[config.mk]
export PLATFORM = sky130hd
export DESIGN_NAME = gwh_queue
export DESIGN_NICKNAME = d
export VERILOG_FILES = /design/src/gwh_pkg.sv /design/src/gwh_queue.sv
export SDC_FILE = /design/constraint.sdc
export NUM_CORES = 1
export LEC_CHECK = 0
export ABC_AREA = 1
export BUFFER_PORTS_ARGS = -buffer_cell sky130_fd_sc_hd__buf_2
export CORE_UTILIZATION = 40
export CTS_CLUSTER_SIZE = 16
export DETAILED_ROUTE_END_ITERATION = 10
export GPL_TIMING_DRIVEN = 0
export PLACE_DENSITY_LB_ADDON = 0.12
export SLEW_MARGIN = 0
export SYNTH_ARGS = -nofsm -noshare
export SYNTH_HDL_FRONTEND = slang
export SYNTH_SLANG_ARGS = --single-unit
[constraint.sdc]
create_clock -name clk -period 2.6 [get_ports clk]
set_input_delay 0.26 -clock clk [delete_from_list [all_inputs] [get_ports clk]]
set_output_delay 0.26 -clock clk [all_outputs]
set_load 0.01 [all_outputs]
[src/gwh_pkg.sv]
// shared types, codes and constants for the greyscale converter with histograms
package gwh_pkg;

    localparam int COUNT_WIDTH_DEF = 24;
    localparam int OUT_COUNT_W     = 24;
    localparam int PIX_W           = 8;
    localparam int FINE_BINS       = 256;
    localparam int COARSE_BINS     = 10;
    localparam int COARSE_IDX_W    = $clog2(COARSE_BINS);
    localparam int QUEUE_DEPTH     = 4;

    // weighted sum and reciprocal constants
    localparam int SUM_W      = 15;
    localparam int W_RED      = 21;
    localparam int W_GREEN    = 71;
    localparam int W_BLUE     = 7;
    localparam int AVG_RECIP  = 683;
    localparam int AVG_SHIFT  = 11;
    localparam int LUMA_RECIP = 5243;
    localparam int LUMA_SHIFT = 19;
    localparam int AVG_PROD_W  = 22;
    localparam int LUMA_PROD_W = 28;

    typedef enum logic [1:0] {
        CMD_CONVERT     = 2'd0,
        CMD_READ_FINE   = 2'd1,
        CMD_READ_COARSE = 2'd2,
        CMD_CLEAR       = 2'd3
    } cmd_t;

    typedef enum logic [1:0] {
        METHOD_AVERAGE     = 2'd0,
        METHOD_LIGHTNESS   = 2'd1,
        METHOD_LUMINOSITY  = 2'd2,
        METHOD_AVERAGE_ALT = 2'd3
    } method_t;

    typedef struct packed {
        cmd_t               cmd;
        logic [PIX_W-1:0]   grey;
        logic [PIX_W-1:0]   bin_index;
    } gwh_entry_t;

    // coarse bin of a grey value: grey * 10 / 256
    function automatic logic [COARSE_IDX_W-1:0] coarse_bin(input logic [PIX_W-1:0] g);
        logic [PIX_W+COARSE_IDX_W-1:0] prod;
        prod = (PIX_W+COARSE_IDX_W)'(g) * (PIX_W+COARSE_IDX_W)'(COARSE_BINS);
        return prod[PIX_W+COARSE_IDX_W-1:PIX_W];
    endfunction

endpackage

[src/gwh_queue.sv]
// short queue between front end and histogram back end
module gwh_queue
    import gwh_pkg::*;
(
    input  logic       clk,
    input  logic       rst_n,
    input  logic       push_valid,
    output logic       push_ready,
    input  gwh_entry_t push_entry,
    output logic       pop_valid,
    input  logic       pop,
    output gwh_entry_t pop_entry
);

    localparam int PTR_W = $clog2(QUEUE_DEPTH);

    gwh_entry_t       slot_reg [QUEUE_DEPTH];
    logic [PTR_W-1:0] wr_ptr_reg, rd_ptr_reg;
    logic [PTR_W:0]   count_reg;
    logic             do_push;
    logic             do_pop;

    assign push_ready = count_reg != (PTR_W+1)'(QUEUE_DEPTH);
    assign pop_valid  = count_reg != '0;
    assign pop_entry  = slot_reg[rd_ptr_reg];
    assign do_push    = push_valid && push_ready;
    assign do_pop     = pop && pop_valid;

    always_ff @(posedge clk or negedge rst_n)
    begin
        if (!rst_n)
        begin
            wr_ptr_reg <= '0;
            rd_ptr_reg <= '0;
            count_reg  <= '0;
        end
        else
        begin
            if (do_push)
            begin
                wr_ptr_reg <= wr_ptr_reg + PTR_W'(1);
            end
            if (do_pop)
            begin
                rd_ptr_reg <= rd_ptr_reg + PTR_W'(1);
            end
            if (do_push && !do_pop)
            begin
                count_reg <= count_reg + (PTR_W+1)'(1);
            end
            else if (do_pop && !do_push)
            begin
                count_reg <= count_reg - (PTR_W+1)'(1);
            end
        end
    end

    always_ff @(posedge clk)
    begin
        if (do_push)
        begin
            slot_reg[wr_ptr_reg] <= push_entry;
        end
    end

endmodule

==> results by group <==
Outcome
  – Status: finished clean

Pwr
  – Clock share of power: a little under a quarter
  – Static leakage: roughly 0.0017 uW
  – Pint: approximately 3000 uW
  – Sw Share: a little over a third
  – Max VDD drop: about 0.00046 V
  – PD cells: approximately 1200 mW/mm^2
  – Total power: 4621 uW
  – Combinational share of power: 38.4%
  – Sequential share of power: around two fifths
  – Psw: 1618 uW

Floorplan
  – Die height: 93.25 um
  – Starting Density: between 40% and 50%
  – Chip Width: 93.25 um
  – DIE AREA: 0.008696 mm^2
  – Placeable Area: ~0.0079 mm^2
  – Row cnt: 32
  – Io pins: 42

Worst setup path
  – Crit-path max FO: 7
  – Crit path top cell by count: inv_1
  – Arrival time worst endpoint: approximately 2300 ps
  – Crit-path slowest cell: dfrtp_1
  – CP startpoint: count_reg[0]
  – CP endpoint kind: register
  – Worst path top cell family by delay: adder cells
  – Crit path kind: reg -> reg
  – Slowest Stage Delay on Critical Path: approximately 440 ps
  – Critical path launch point type: register
  – Req. time, crit path: ~2800 ps
  – Sum of buffers and inverters on the critical path: 3
  – Cell breakdown of the critical path: inv_1 -> nand3_1 -> nand2_1 -> inv_1 -> ha_1 -> inv_1 -> fa_1 -> nand2_1 -> o21ai_0
  – Origin of the critical flop-to-flop path: count_reg[0]

Cells and area
  – Largest register FFs: just over 70
  – Register Area: about 0.0023 mm^2
  – Layout cells sized above 1: between 20% and 30%
  – Finished Layout Cells: ~430
  – Area of the multi-input gates: 709.4 um^2
  – Antenna Cells: 0
  – Post-layout net count: roughly 350
  – Filler instances: 704
  – Area Overhead vs Synth: 20.59%

Detailed routing
  – Post-route ant nets: 0
  – Metal2 WL: around 3.2 mm
  – DR top layer: met5
  – Met3 wire length: around 250 um
  – Drt wl/cell: ~15 um
  – Routed vias: 2,055
  – M1 WL: 3.102 mm
  – Vias per inst: approximately 4.8
  – # DRC: 0
  – DRT Pass-1 Iters: 4
  – Number of DRC markers in iteration 0: 94
  – Post-Route WL: 6.635 mm

Place
  – IO Port Bufs: around 40
  – Placed Cells: between 400 and 500
  – DP HPWL: roughly 4.3 mm
  – Final Wtd Congestion: roughly 0.74

Synthesis
  – Simple-Gate Fraction of Synth Area: 9.692%
  – Post-Synth XOR/XNOR Area: less than 1%
  – Syn Std Cell Area: approximately 0.0033 mm^2
  – Synth Area in Adders: under 10%
  – Syn_area_per_cell: around 12 um^2
  – Ys Warns: 0
  – Compound-gate portion of the synthesized area: under 10%
  – Main combinational cell family by area after synthesis: simple AND/OR/NAND/NOR gates
  – Register area share after synthesis: approximately 70%
  – Syn Nets: around 300
  – Number of unique standard cell types used by synthesis: 17
  – Mux cell area share after synthesis: 0%
  – Mapped Cells: approximately 270
  – Yosys reg bits: 79

GRT
  – Pin count of the biggest net entering global routing: 15
  – Grt ovf: 0
  – Total GRT Usage: around 17%
  – Number of global-route vias before repair: 2,114
  – First-pass GRT wire length: approximately 11 mm
  – Antenna violations before repair: 1

STA
  – Tcrit/Tclk final: approximately 78%
  – Max transition margin: between 60% and 70%
  – Fmax: 0.4946 GHz
  – Final setup viols: 0
  – RSZ-0062 raised after global routing: false
  – Worst Tran Pin Value: between 500 and 600 ps
  – Fin crit period: between 2000 and 2500 ps
  – Setup TNS: 0 ps
  – Fin Clk Skew: about 7.3 ps
  – Final hold violations: 0
  – Slew Limit Fails: 0

CTS
  – Clock Path Buffers: 2
  – CTS root buf: clkbuf_8
  – Later-pin clock latency in the skew report: 340 ps
  – Worst-path clk slew: around 80 ps
  – Cts bufs inserted: 9
  – CTS tree: built
  – CTS H-tree depth: 3
  – Clock net sink count: between 70 and 80

Hold path
  – Hold Crit Class: in -> reg
  – Min-delay src: push_entry[1]

Run
  – Max-cap violations: 0
==> placed cells by master (no fill, tap or decap) <==
cell and n:
edfxtp_1 72, nand2_1 71, inv_1 50, buf_2 42
o211ai_1 34, clkbuf_8 9, buf_6 7, nand3_1 7
dfrtp_1 7, ha_1 5, nor2_2 4, bufinv_16 3
buf_16 3, inv_2 2, buf_4 2, o211ai_2 2
o21ai_0 1, xnor2_1 1, nand4_1 1, fa_1 1
inv_6 1, clkinv_1 1, clkinv_2 1, clkbuf_1 1
dlygate4sd3_1 1, buf_8 1
==> cell usage after synthesis (all sizes together) <==
| cell | instances | share of area (%) |
|---|---|---|
| dfrtp | 7 | 5.3 |
| xnor2 | 1 | 0.26 |
| nand3 | 7 | 1.1 |
| nand4 | 1 | 0.19 |
| edfxtp | 72 | 65 |
| o21ai | 1 | 0.15 |
| inv | 52 | 5.9 |
| nor2 | 4 | 0.45 |
| o211ai | 36 | 8.4 |
| buf | 10 | 3.0 |
| fa | 1 | 0.60 |
| ha | 5 | 1.9 |
| nand2 | 71 | 8.0 |
==> power groups by stage <==
stage	logic [uW]	clock network (uW)	registers, uW
after global placement	1660	0	1810
after detailed placement	1810	0	1810
final	1770	1070	1780
after global routing	1980	1140	1800
after floorplan	1110	0	1790
after CTS	1810	1090	1780
==> cell families after synthesis <==
family | count (synthesis)
AND/OR/NAND/NOR | 83
flip-flops | 79
buffers and inverters | 62
AO/OA/AOI/OAI | 37
adder cells (fa/ha/maj) | 6
XOR/XNOR | 1
==> worst reg2reg max path, stage by stage, from the launching register on <==
cell	delay [ps]
dfrtp_1	440
inv_1	90
nand3_1	140
nand2_1	290
inv_1	90
ha_1	220
inv_1	90
fa_1	420
nand2_1	70
o21ai_0	70
==> metal layers <==
layer / vias up / global-route usage (%)
met5: - / 0
met4: 2 / 7.436
met3: 10 / 3.740
met2: 44 / 27.82
met1: 975 / 22.12
li1: 1024 / -
==> timing repair <==
action | 4_1_cts | 5_1_grt
hold buffers | 1 | 0
endpoints found under the hold margin | 7 | 0
resized for setup | 0 | 0
buffers inserted | 0 | 0
endpoints found under the setup margin | 0 | 0
==> cell type report <==
| cell class | instances | area share [%] |
|---|---|---|
| Inverter | 52 | 4.860 |
| Clock buffer | 10 | 3.178 |
| Multi-Input combinational cell | 127 | 17.66 |
| Tap cell | 102 | 3.178 |
| Timing Repair Buffer | 46 | 7.788 |
| Sequential cell | 79 | 58.19 |
| Buffer | 10 | 2.461 |
| Clock inverter | 6 | 2.679 |
==> stage by stage <==
stage	worst slack, ps	instance area, um^2	utilization [%]	hold WS (ps)
finish	578.3	4016	50.92	127.7
global route	371.6	4016	50.92	120.5
CTS	551.5	4016	50.92	120.8
detailed placement	558.0	3771	47.81	110.5
global placement	-184.7	3664	46.45	105.9
floorplan	606.5	3331	-	-35.59
==> final timing paths <==
kind	endpoint	slack [ps]	cells past startpoint
hold reg to reg	count_reg[2]	530	2
setup reg to reg	count_reg[1]	580	9
max in group asynchronous	rd_ptr_reg[1]	2150	2
setup / recovery	count_reg[1]	580	9
hold / removal	slot_reg[0][1]	130	1
min in group asynchronous	count_reg[2]	280	2
Power figures use the tool's default switching activity.
