**src/gwh_pkg.sv**
```systemverilog
// shared types, codes and constants for the greyscale converter with histograms
package gwh_pkg;

    localparam int COUNT_WIDTH_DEF = 24;
    localparam int OUT_COUNT_W     = 24;
    localparam int PIX_W           = 8;
    localparam int FINE_BINS       = 256;
    localparam int COARSE_BINS     = 10;
    localparam int COARSE_IDX_W    = $clog2(COARSE_BINS);
    localparam int QUEUE_DEPTH     = 4;

    // weighted sum and reciprocal constants
    localparam int SUM_W      = 15;
    localparam int W_RED      = 21;
    localparam int W_GREEN    = 71;
    localparam int W_BLUE     = 7;
    localparam int AVG_RECIP  = 683;
    localparam int AVG_SHIFT  = 11;
    localparam int LUMA_RECIP = 5243;
    localparam int LUMA_SHIFT = 19;
    localparam int AVG_PROD_W  = 22;
    localparam int LUMA_PROD_W = 28;

    typedef enum logic [1:0] {
        CMD_CONVERT     = 2'd0,
        CMD_READ_FINE   = 2'd1,
        CMD_READ_COARSE = 2'd2,
        CMD_CLEAR       = 2'd3
    } cmd_t;

    typedef enum logic [1:0] {
        METHOD_AVERAGE     = 2'd0,
        METHOD_LIGHTNESS   = 2'd1,
        METHOD_LUMINOSITY  = 2'd2,
        METHOD_AVERAGE_ALT = 2'd3
    } method_t;

    typedef struct packed {
        cmd_t               cmd;
        logic [PIX_W-1:0]   grey;
        logic [PIX_W-1:0]   bin_index;
    } gwh_entry_t;

    // coarse bin of a grey value: grey * 10 / 256
    function automatic logic [COARSE_IDX_W-1:0] coarse_bin(input logic [PIX_W-1:0] g);
        logic [PIX_W+COARSE_IDX_W-1:0] prod;
        prod = (PIX_W+COARSE_IDX_W)'(g) * (PIX_W+COARSE_IDX_W)'(COARSE_BINS);
        return prod[PIX_W+COARSE_IDX_W-1:PIX_W];
    endfunction

endpackage

```
**src/gwh_front.sv**
```systemverilog
// front end: input transfer, config register and two-stage grey computation
module gwh_front
    import gwh_pkg::*;
(
    input  logic        clk,
    input  logic        rst_n,
    input  logic        s_tvalid,
    output logic        s_tready,
    input  logic [31:0] s_tdata,   // red, green, blue, bin_index
    input  logic [1:0]  s_tuser,   // command
    input  logic        cfg_valid,
    output logic        cfg_ready,
    input  logic [1:0]  cfg_data,  // grey_method
    output logic        push_valid,
    input  logic        push_ready,
    output gwh_entry_t  push_entry
);

    method_t method_reg;

    logic               f1_valid_reg;
    cmd_t               f1_cmd_reg;
    method_t            f1_method_reg;
    logic [SUM_W-1:0]   f1_sum_reg;
    logic [PIX_W-1:0]   f1_idx_reg;

    logic               f2_valid_reg;
    gwh_entry_t         f2_entry_reg;

    logic [PIX_W-1:0]   red, green, blue;
    logic [PIX_W-1:0]   hi, lo;
    logic [SUM_W-1:0]   sum_next;
    logic [PIX_W-1:0]   grey_next;
    logic [AVG_PROD_W-1:0]  avg_prod;
    logic [LUMA_PROD_W-1:0] luma_prod;
    logic               f1_adv;
    logic               f2_adv;

    assign red   = s_tdata[7:0];
    assign green = s_tdata[15:8];
    assign blue  = s_tdata[23:16];

    assign cfg_ready = 1'b1;

    assign f2_adv   = !f2_valid_reg || push_ready;
    assign f1_adv   = !f1_valid_reg || f2_adv;
    assign s_tready = f1_adv;

    assign push_valid = f2_valid_reg;
    assign push_entry = f2_entry_reg;

    always_comb
    begin
        hi = red;
        lo = red;
        if (green > hi)
        begin
            hi = green;
        end
        if (blue > hi)
        begin
            hi = blue;
        end
        if (green < lo)
        begin
            lo = green;
        end
        if (blue < lo)
        begin
            lo = blue;
        end
        unique case (method_reg)
            METHOD_LIGHTNESS:
            begin
                sum_next = SUM_W'(hi) + SUM_W'(lo);
            end
            METHOD_LUMINOSITY:
            begin
                sum_next = SUM_W'(red) * SUM_W'(W_RED) + SUM_W'(green) * SUM_W'(W_GREEN)
                         + SUM_W'(blue) * SUM_W'(W_BLUE);
            end
            METHOD_AVERAGE, METHOD_AVERAGE_ALT:
            begin
                sum_next = SUM_W'(red) + SUM_W'(green) + SUM_W'(blue);
            end
            default:
            begin
                sum_next = '0;
            end
        endcase
    end

    assign avg_prod  = AVG_PROD_W'(f1_sum_reg) * AVG_PROD_W'(AVG_RECIP);
    assign luma_prod = LUMA_PROD_W'(f1_sum_reg) * LUMA_PROD_W'(LUMA_RECIP);

    always_comb
    begin
        unique case (f1_method_reg)
            METHOD_LIGHTNESS:
            begin
                grey_next = PIX_W'(f1_sum_reg >> 1);
            end
            METHOD_LUMINOSITY:
            begin
                grey_next = PIX_W'(luma_prod >> LUMA_SHIFT);
            end
            METHOD_AVERAGE, METHOD_AVERAGE_ALT:
            begin
                grey_next = PIX_W'(avg_prod >> AVG_SHIFT);
            end
            default:
            begin
                grey_next = '0;
            end
        endcase
    end

    always_ff @(posedge clk or negedge rst_n)
    begin
        if (!rst_n)
        begin
            method_reg   <= METHOD_AVERAGE;
            f1_valid_reg <= 1'b0;
            f2_valid_reg <= 1'b0;
        end
        else
        begin
            if (cfg_valid && cfg_ready)
            begin
                method_reg <= method_t'(cfg_data);
            end
            if (f1_adv)
            begin
                f1_valid_reg <= s_tvalid;
            end
            if (f2_adv)
            begin
                f2_valid_reg <= f1_valid_reg;
            end
        end
    end

    always_ff @(posedge clk)
    begin
        if (s_tvalid && s_tready)
        begin
            f1_cmd_reg    <= cmd_t'(s_tuser);
            f1_method_reg <= method_reg;
            f1_sum_reg    <= sum_next;
            f1_idx_reg    <= s_tdata[31:24];
        end
        if (f1_valid_reg && f2_adv)
        begin
            f2_entry_reg.cmd       <= f1_cmd_reg;
            f2_entry_reg.grey      <= grey_next;
            f2_entry_reg.bin_index <= f1_idx_reg;
        end
    end

endmodule

```
**config.mk**
```make
export PLATFORM = sky130hd
export DESIGN_NAME = gwh_front
export DESIGN_NICKNAME = d
export VERILOG_FILES = /design/src/gwh_pkg.sv /design/src/gwh_front.sv
export SDC_FILE = /design/constraint.sdc
export NUM_CORES = 1
export LEC_CHECK = 0
export BUFFER_PORTS_ARGS = -buffer_cell sky130_fd_sc_hd__buf_4
export CORE_ASPECT_RATIO = 0.75
export CORE_MARGIN = 4
export CORE_UTILIZATION = 32
export CTS_CLUSTER_DIAMETER = 200
export DETAILED_ROUTE_END_ITERATION = 8
export PLACE_DENSITY = 0.48
export SLEW_MARGIN = 10
export SYNTH_ARGS = -nofsm -noshare
export SYNTH_HDL_FRONTEND = slang
export SYNTH_SLANG_ARGS = --single-unit
```
**constraint.sdc**
```tcl
create_clock -name clk -period 7.9 [get_ports clk]
set_input_delay 0.79 -clock clk [delete_from_list [all_inputs] [get_ports clk]]
set_output_delay 0.79 -clock clk [all_outputs]
set_load 0.05 [all_outputs]
```
==> results.yml, run 1 <==
clocking:
  holdBufCountCts: 0
  clk_pin_slew_ns: 0.07
  skew_pair_late_insertion_delay_ns: 0.30
  cts-root-buf: "sky130_fd_sc_hd__clkbuf_16"
  post-cts-setup-buffer-count: 0
  ctsHtreeMaxLevel: 2
  cts.path.max_buffers: 2
  post_cts_resized: 0
  cts_tree: "done"
  tritoncts.num_buffers: 5
  sink_count: 49
placement:
  detailed_place_hpwl_um: 24300
  io_buffer_count: 60
  gpl.final_weighted_congestion: 0.901
  post-place-ws_ns: 1.53
synthesis:
  mapped_area_mm2: 0.0114
  synth.ff_latch_count: 49
  yosysUniqueCellTypes: 62
  synth_top_cells_by_area: "sky130_fd_sc_hd__fa_1 (30%), sky130_fd_sc_hd__ha_1 (24%), sky130_fd_sc_hd__edfxtp_1 (12%)"
  yosys_warnings: 0
  async_reset_ff_share_pct: 8.16
  synth_sequential_area_ratio_pct: 12.8
  dominant_cell_by_count_in_the_synthesized_netlist: "sky130_fd_sc_hd__inv_1"
  number_of_enable_type_register_cells_in_the_synthesized_netlist: 45
  syn_area_per_cell_um2: 9.98
  synth_flop_cell: "sky130_fd_sc_hd__edfxtp_1"
  synth_top_area_cell: "sky130_fd_sc_hd__fa_1"
  synth_top_area_share_pct: 30.3
  number_of_cells_produced_by_synthesis: 1140
  postSynthNetCount: 1575
  ys_top_cells_by_count: "sky130_fd_sc_hd__inv_1 (331), sky130_fd_sc_hd__ha_1 (222), sky130_fd_sc_hd__fa_1 (172)"
worst_hold_path:
  holdCritPathClass: "in -> async"
sta:
  timing.slew.headroom_pct: 44.6
  rsz_0062_raised_after_global_routing: "false"
  fin_crit_ns: 6.06
  fin_crit_sh_pct: 76.7
  final_hold_viol_count: 0
  final.setup_skew_ns: 0.00802
  clock.fmax_mhz: 165
  final_max_slew_viol_count: 0
  setup-violations-final: 0
  hold_ws_ns: 0.273
  fin_ws_ns: 1.84
  tns_ns: 0
  slew_at_the_pin_closest_to_its_max_slew_limit_ns: 0.831
drt:
  drt_iter0_drc: 389
  drt_wl_total_um: 27400
  drc_errors: 0
  antenna_violating_nets_post_route: 0
  avgRoutedWirePerCell_um: 16.5
  vias: 7681
  avgViaCountPerCell: 4.63
  firstDrtPassIters: 5
layout:
  largest_register_ff_count: 18
  syn2layout_area_growth_pct: 10.2
  diodes: 0
  number_of_fill_cells_in_the_layout: 3576
  design.final.nets: 1635
  layout-drive-gt1-share_pct: 8.49
setup_path:
  crit_type: "in -> reg"
  crit_path_max_fanout: 8
  timing.critical_path.arrival_ns: 6.11
  worstPathRequired_ns: 7.95
  critical_path.endpoint_type: "flip-flop"
  start_kind: "input port"
  r2r_cells: 18
floorplan:
  initial_utilization_pct: 32.6
  core-area_mm2: 0.0348
  ios: 62
  dieHeight_um: 171
  dieWidth_um: 226
  placementRows: 59
  fp.dieArea_mm2: 0.0387
job:
  max_cap_violations: 0
grt:
  number_of_antenna_violations_at_the_first_check_in_global_routing: 0
  first_pass_grt_wire_length_um: 45900
  aggregate_global_route_resource_usage_pct: 15.0
  overflow: 0
  grt_max_degree: 28
  first_global_vias: 8414
status:
  outcome: "finished clean"
## logic make-up (layout without fill, tap and decap cells)
| logic type | after synthesis | count (layout) | synth area share [%] |
|---|---|---|---|
| simple gates | 125 | 125 | 6.25 |
| other cells | 1 | 1 | 0.0330 |
| flops | 49 | 49 | 12.8 |
| buf+inv | 341 | 402 | 11.5 |
| fa+ha+maj | 394 | 394 | 54.7 |
| mux | 25 | 25 | 2.33 |
| xor+xnor | 41 | 41 | 3.16 |
| compound gates | 164 | 164 | 9.29 |
## critical path, stage by stage
cell	delay, ns
sky130_fd_sc_hd__buf_4	0.16
sky130_fd_sc_hd__fa_1	0.54
sky130_fd_sc_hd__inv_1	0.05
sky130_fd_sc_hd__fa_1	0.43
sky130_fd_sc_hd__fa_1	0.54
sky130_fd_sc_hd__inv_1	0.05
sky130_fd_sc_hd__fa_1	0.47
sky130_fd_sc_hd__fa_1	0.55
sky130_fd_sc_hd__inv_1	0.06
sky130_fd_sc_hd__fa_1	0.52
sky130_fd_sc_hd__inv_1	0.06
sky130_fd_sc_hd__ha_1	0.29
sky130_fd_sc_hd__a21o_1	0.15
sky130_fd_sc_hd__a21o_1	0.19
sky130_fd_sc_hd__a21oi_1	0.21
sky130_fd_sc_hd__o21ai_0	0.12
sky130_fd_sc_hd__o211ai_1	0.15
sky130_fd_sc_hd__o21ai_0	0.19
sky130_fd_sc_hd__a31oi_1	0.23
sky130_fd_sc_hd__mux2_2	0.35
## final timing paths
path	startpoint	to	slack, ns
max	s_tdata[11]	f1_sum_reg[14]$_DFFE_PP_	1.84
min	rst_n	f1_valid_reg$_DFFE_PN0N_	0.27
max reg2reg	f1_sum_reg[13]$_DFFE_PP_	push_entry[13]$_DFFE_PP_	2.04
min reg2reg	f1_idx_reg[6]$_DFFE_PP_	push_entry[6]$_DFFE_PP_	0.42
max in group asynchronous	rst_n	method_reg[1]$_DFFE_PN0P_	7.52
min in group clk	f1_idx_reg[6]$_DFFE_PP_	push_entry[6]$_DFFE_PP_	0.42
## metrics by stage
stage                     util (%)  std cells  cell area (um^2)
after CTS                     36.0       1658             12500
after floorplan                  -       1140             11400
after global placement        35.5       1650             12400
after global routing          36.0       1658             12500
final                         36.0       1658             12500
after detailed placement      35.5       1650             12400
## placed cells by master, fill, tap and decap left out, types with 3 or more instances in the layout
cell / count
sky130_fd_sc_hd__or3_1: 8
sky130_fd_sc_hd__nand2b_1: 11
sky130_fd_sc_hd__and2_1: 5
sky130_fd_sc_hd__dfrtp_1: 4
sky130_fd_sc_hd__xnor2_1: 25
sky130_fd_sc_hd__xor2_1: 16
sky130_fd_sc_hd__a21o_1: 24
sky130_fd_sc_hd__mux2_2: 8
sky130_fd_sc_hd__edfxtp_1: 45
sky130_fd_sc_hd__o21a_1: 4
sky130_fd_sc_hd__nand2_1: 24
sky130_fd_sc_hd__a21oi_1: 55
sky130_fd_sc_hd__clkbuf_16: 5
sky130_fd_sc_hd__nor2_1: 17
sky130_fd_sc_hd__o21ai_0: 27
sky130_fd_sc_hd__o22ai_1: 9
sky130_fd_sc_hd__nand3_1: 8
sky130_fd_sc_hd__a31oi_1: 3
sky130_fd_sc_hd__o221ai_1: 4
sky130_fd_sc_hd__o211ai_1: 7
sky130_fd_sc_hd__nor2b_1: 5
sky130_fd_sc_hd__mux2i_1: 16
sky130_fd_sc_hd__and3_1: 4
sky130_fd_sc_hd__ha_1: 222
sky130_fd_sc_hd__and4_2: 6
sky130_fd_sc_hd__a221oi_1: 8
sky130_fd_sc_hd__fa_1: 172
sky130_fd_sc_hd__inv_1: 331
sky130_fd_sc_hd__nand4_1: 6
sky130_fd_sc_hd__o21bai_1: 8
sky130_fd_sc_hd__buf_4: 63
sky130_fd_sc_hd__nor3_1: 14
## area by class of cell
type                       instances  area, um^2  share of cell area [%]
tap                              457         572                    4.56
inverter                         331        1240                    9.92
sequential                        49        1450                    11.6
multi-input combinational        750        8620                    68.8
clock inverter                     3        50.0                   0.399
clock buffer                       5         125                   0.998
timing repair buffer              63         473                    3.77
## per-layer routing
layer / GRT usage, % / part of all wire [%]
met4: 1.38 / 0.59
met5: 0 / 0
met3: 2.39 / 3.9
met2: 22.8 / 42
met1: 23.2 / 54
Power of run 1 is left out: the tool's default activity adds up to more than one toggle a clock period on the data nets, which glitch-free logic cannot reach.
==> run 2: changes to the inputs <==
clock period = 6.3 ns   (was 7.9 ns; I/O delays follow)
==> run 2 against run 1 <==
Hold slack got worse by 0.15 ns. Worst setup slack got worse by 1.3 ns. Critical path depth rose by 1. Core utilization rose by 0.31 points. Largest cell class unchanged.
==> results.yml, run 2 (synthesized netlist as in run 1, its figures left out) <==
status:
  outcome: "finished clean"
sta:
  tns_ns: 0
  final_hold_viol_count: 0
  rsz_0062_raised_after_global_routing: "false"
  setup-violations-final: 0
  final_max_slew_viol_count: 0
  fin_crit_ns: 5.79
  timing.slew.headroom_pct: 47.7
  fin_crit_sh_pct: 91.9
  final.setup_skew_ns: 0.00781
  slew_at_the_pin_closest_to_its_max_slew_limit_ns: 0.784
  clock.fmax_mhz: 173
grt:
  number_of_antenna_violations_at_the_first_check_in_global_routing: 0
  first_global_vias: 8272
  first_pass_grt_wire_length_um: 45300
  aggregate_global_route_resource_usage_pct: 14.9
  grt_max_degree: 28
  overflow: 0
floorplan:
  initial_utilization_pct: 32.6
  placementRows: 59
  ios: 62
  fp.dieArea_mm2: 0.0387
  dieWidth_um: 226
  core-area_mm2: 0.0348
  dieHeight_um: 171
layout:
  layout-drive-gt1-share_pct: 9.77
  syn2layout_area_growth_pct: 11.1
  diodes: 0
  most-common-layout-cells: "sky130_fd_sc_hd__inv_1 (331), sky130_fd_sc_hd__ha_1 (222), sky130_fd_sc_hd__fa_1 (172)"
  final_cells: 1675
  largest_register_ff_count: 18
  final_cell_area_mm2: 0.0126
  layout_commonest_cell: "sky130_fd_sc_hd__inv_1"
  design.final.nets: 1652
  multiInputGateArea_mm2: 0.00862
  number_of_fill_cells_in_the_layout: 3568
  sequential_cell_area_mm2: 0.00145
clocking:
  skew_pair_late_insertion_delay_ns: 0.30
  cts.path.max_buffers: 2
  post-cts-setup-buffer-count: 0
  sink_count: 49
  cts-root-buf: "sky130_fd_sc_hd__clkbuf_16"
  ctsHtreeMaxLevel: 2
  holdBufCountCts: 0
  cts_tree: "done"
  clk_pin_slew_ns: 0.07
  post_cts_resized: 0
  tritoncts.num_buffers: 5
setup_path:
  worstPathRequired_ns: 6.35
  critical_path.endpoint_type: "flip-flop"
  timing.critical_path.arrival_ns: 5.84
  r2r_cells: 18
  start_kind: "input port"
  crit_path_max_fanout: 9
  crit_type: "in -> reg"
placement:
  dpl.cell_count: 1667
  placedInstanceArea_mm2: 0.0125
  io_buffer_count: 60
  gpl.final_weighted_congestion: 0.852
  detailed_place_hpwl_um: 24100
drt:
  firstDrtPassIters: 5
  drt_wl_total_um: 27100
  drc_errors: 0
  avgViaCountPerCell: 4.58
  drt_iter0_drc: 293
  met2WireLength_um: 11200
  antenna_violating_nets_post_route: 0
  avgRoutedWirePerCell_um: 16.2
  vias: 7679
  drt-met1-wl_um: 14800
  met3RoutedLength_um: 1040
  maxUsedRoutingLayer: "met4"
job:
  max_cap_violations: 0
worst_hold_path:
  holdCritPathClass: "in -> async"
run 2: final timing paths:
path	start	end	slack [ns]
max	s_tdata[18]	f1_sum_reg[13]$_DFFE_PP_	0.51
min	rst_n	push_valid$_DFFE_PN0P_	0.12
max reg2reg	f1_sum_reg[6]$_DFFE_PP_	push_entry[9]$_DFFE_PP_	0.74
min reg2reg	f1_cmd_reg[0]$_DFFE_PP_	push_entry[16]$_DFFE_PP_	0.42
max in group asynchronous	rst_n	method_reg[1]$_DFFE_PN0P_	6.08
min in group clk	f1_cmd_reg[0]$_DFFE_PP_	push_entry[16]$_DFFE_PP_	0.42
run 2: stage by stage:
step / hold slack [ns] / setup WS [ns] / utilization (%)
final: 0.120 / 0.511 / 36.3
after global routing: 0.108 / 0.235 / 36.3
after CTS: 0.111 / 0.483 / 36.3
after detailed placement: 0.407 / 0.187 / 35.8
after global placement: 0.403 / 0.197 / 35.8
after floorplan: 0.334 / 0.510 / -
run 2: critical path, cell delays in order:
cell and delay (ns):
sky130_fd_sc_hd__buf_4 0.17, sky130_fd_sc_hd__fa_1 0.48, sky130_fd_sc_hd__inv_1 0.05, sky130_fd_sc_hd__fa_1 0.50
sky130_fd_sc_hd__inv_1 0.04, sky130_fd_sc_hd__ha_1 0.31, sky130_fd_sc_hd__fa_1 0.51, sky130_fd_sc_hd__fa_1 0.55
sky130_fd_sc_hd__inv_1 0.05, sky130_fd_sc_hd__fa_1 0.53, sky130_fd_sc_hd__inv_1 0.04, sky130_fd_sc_hd__ha_1 0.22
sky130_fd_sc_hd__fa_1 0.40, sky130_fd_sc_hd__a21o_1 0.17, sky130_fd_sc_hd__a21o_1 0.19, sky130_fd_sc_hd__a21o_1 0.17
sky130_fd_sc_hd__a21oi_1 0.20, sky130_fd_sc_hd__o21ai_0 0.17, sky130_fd_sc_hd__a31oi_1 0.23, sky130_fd_sc_hd__xnor2_1 0.08
sky130_fd_sc_hd__and2_1 0.15
run 2: cell type report:
| class | instances | share of cell area (%) |
|---|---|---|
| repair buffers | 80 | 4.75 |
| clock inverters | 3 | 0.228 |
| well taps | 457 | 4.52 |
| inverters | 331 | 9.83 |
| clock buffers | 5 | 0.990 |
| multi-input cells | 750 | 68.2 |
| flip-flops and latches | 49 | 11.5 |
run 2: layer usage:
layer  global-route usage, %  vias to the layer above
met2                    22.4                       96
met5                       0                        -
li1                        -                     3840
met4                   0.639                        0
met3                    1.52                        4
met1                    24.1                     3739
Power of run 2 is left out for the same reason.
==> run 3: changes to the inputs <==
clock period = 5.9 ns   (was 6.3 ns; I/O delays follow)
==> run 3 against run 2 <==
Final cell count increased by 1.9%. Critical path type unchanged. Flip-flop and latch count stayed put. Global-route usage rose by 0.37 points. Die area stayed put.
==> results.yml, run 3 (synthesized netlist as in run 1, its figures left out) <==
worst_hold_path:
  holdCritPathClass: "in -> async"
placement:
  detailed_place_hpwl_um: 24800
  gpl.final_weighted_congestion: 0.847
  io_buffer_count: 60
  placedInstanceArea_mm2: 0.0127
  post-place-ws_ns: -0.150
clocking:
  cts.path.max_buffers: 2
  cts_tree: "done"
  cts-root-buf: "sky130_fd_sc_hd__clkbuf_16"
  skew_pair_late_insertion_delay_ns: 0.30
  tritoncts.num_buffers: 5
  ctsHtreeMaxLevel: 2
  clk_pin_slew_ns: 0.07
  holdBufCountCts: 0
  sink_count: 49
floorplan:
  initial_utilization_pct: 32.6
  placementRows: 59
  dieHeight_um: 171
  core-area_mm2: 0.0348
  ios: 62
  dieWidth_um: 226
  fp.dieArea_mm2: 0.0387
sta:
  slew_at_the_pin_closest_to_its_max_slew_limit_ns: 0.805
  rsz_0062_raised_after_global_routing: "false"
  clock.fmax_mhz: 178
  final_max_slew_viol_count: 0
  fin_crit_ns: 5.63
  tns_ns: 0
  fin_ws_ns: 0.267
  fin_crit_sh_pct: 95.5
  timing.slew.headroom_pct: 46.3
  final.setup_skew_ns: 0.00935
  setup-violations-final: 0
  final_hold_viol_count: 0
setup_path:
  crit_family: "adder cells"
  critical_path_start: "s_tdata[11]"
  critical_path.endpoint_type: "flip-flop"
  start_kind: "input port"
  crit_top_cell: "sky130_fd_sc_hd__fa_1"
  cp_slowest_cell: "sky130_fd_sc_hd__fa_1"
  crit_type: "in -> reg"
  timing.critical_path.arrival_ns: 5.68
  crit_chain: "buf_4 > fa_1 > inv_1 > fa_1 > fa_1 > inv_1 > fa_1 > fa_1 > inv_1 > fa_1 > inv_1 > ha_1 > a21o_1 > a21o_1 > a21oi_2 > o21ai_0 > o211ai_1 > o21ai_1 > a31oi_1 > mux2_2"
  crit-reg2reg-launch: "f1_sum_reg[11]$_DFFE_PP_"
  critPathBufInv: 5
  timing.critical_path.slowest_cell_delay_ns: 0.54
  crit_path_max_fanout: 2
  worstPathRequired_ns: 5.95
layout:
  diodes: 0
  sequential_cell_area_mm2: 0.00145
  multiInputGateArea_mm2: 0.00862
  number_of_fill_cells_in_the_layout: 3575
  largest_register_ff_count: 18
  most-common-layout-cells: "sky130_fd_sc_hd__inv_1 (331), sky130_fd_sc_hd__ha_1 (222), sky130_fd_sc_hd__fa_1 (172)"
  layout-drive-gt1-share_pct: 12.2
  final_cell_area_mm2: 0.0129
  fin_util_pct: 37.1
  design.final.nets: 1684
  syn2layout_area_growth_pct: 13.6
  layout_commonest_cell: "sky130_fd_sc_hd__inv_1"
drt:
  drt_wl_total_um: 27800
  avgViaCountPerCell: 4.65
  avgRoutedWirePerCell_um: 16.3
  antenna_violating_nets_post_route: 0
  drt_iter0_drc: 345
  vias: 7933
  firstDrtPassIters: 5
  drc_errors: 0
job:
  max_cap_violations: 0
status:
  outcome: "finished clean"
grt:
  first_pass_grt_wire_length_um: 46500
  first_global_vias: 8611
  grt_max_degree: 28
  aggregate_global_route_resource_usage_pct: 15.2
  number_of_antenna_violations_at_the_first_check_in_global_routing: 0
  overflow: 0
run 3: path summary, 6_finish.rpt:
kind | endpoint | slack [ns] | depth (start not counted)
setup reg to reg | push_entry[13]$_DFFE_PP_ | 0.34 | 16
hold / removal | f1_valid_reg$_DFFE_PN0N_ | 0.08 | 1
hold reg to reg | push_entry[2]$_DFFE_PP_ | 0.42 | 0
min in group clk | push_entry[2]$_DFFE_PP_ | 0.42 | 0
setup / recovery | f1_sum_reg[14]$_DFFE_PP_ | 0.27 | 20
max in group asynchronous | method_reg[1]$_DFFE_PN0P_ | 5.72 | 1
run 3: layer usage:
metal	track usage [%]	up-vias	part of all wire [%]
li1	-	3912	-
met1	24.4	3876	55
met2	22.6	130	41
met3	1.96	15	3.9
met4	1.36	0	0.57
met5	0	-	0
run 3: final cells by class:
type                            count  area share [%]
Timing Repair Buffer              112            6.61
Clock buffer                        5           0.969
Tap cell                          457            4.43
Inverter                          331            9.62
Clock inverter                      3           0.368
Sequential cell                    49            11.2
Multi-Input combinational cell    750            66.8
run 3: timing repair:
action	CTS	global route
setup buffers	0	4
setup endpoints to repair	0	4
resized for setup	0	4
run 3: stage by stage:
stage	hold slack (ns)	std cells
2_1_floorplan	0.294	1140
3_3_place_gp	0.391	1695
3_5_place_dp	0.392	1695
4_1_cts	0.0687	1703
5_1_grt	0.0626	1707
6_report	0.0772	1707
Power of run 3 is left out for the same reason.
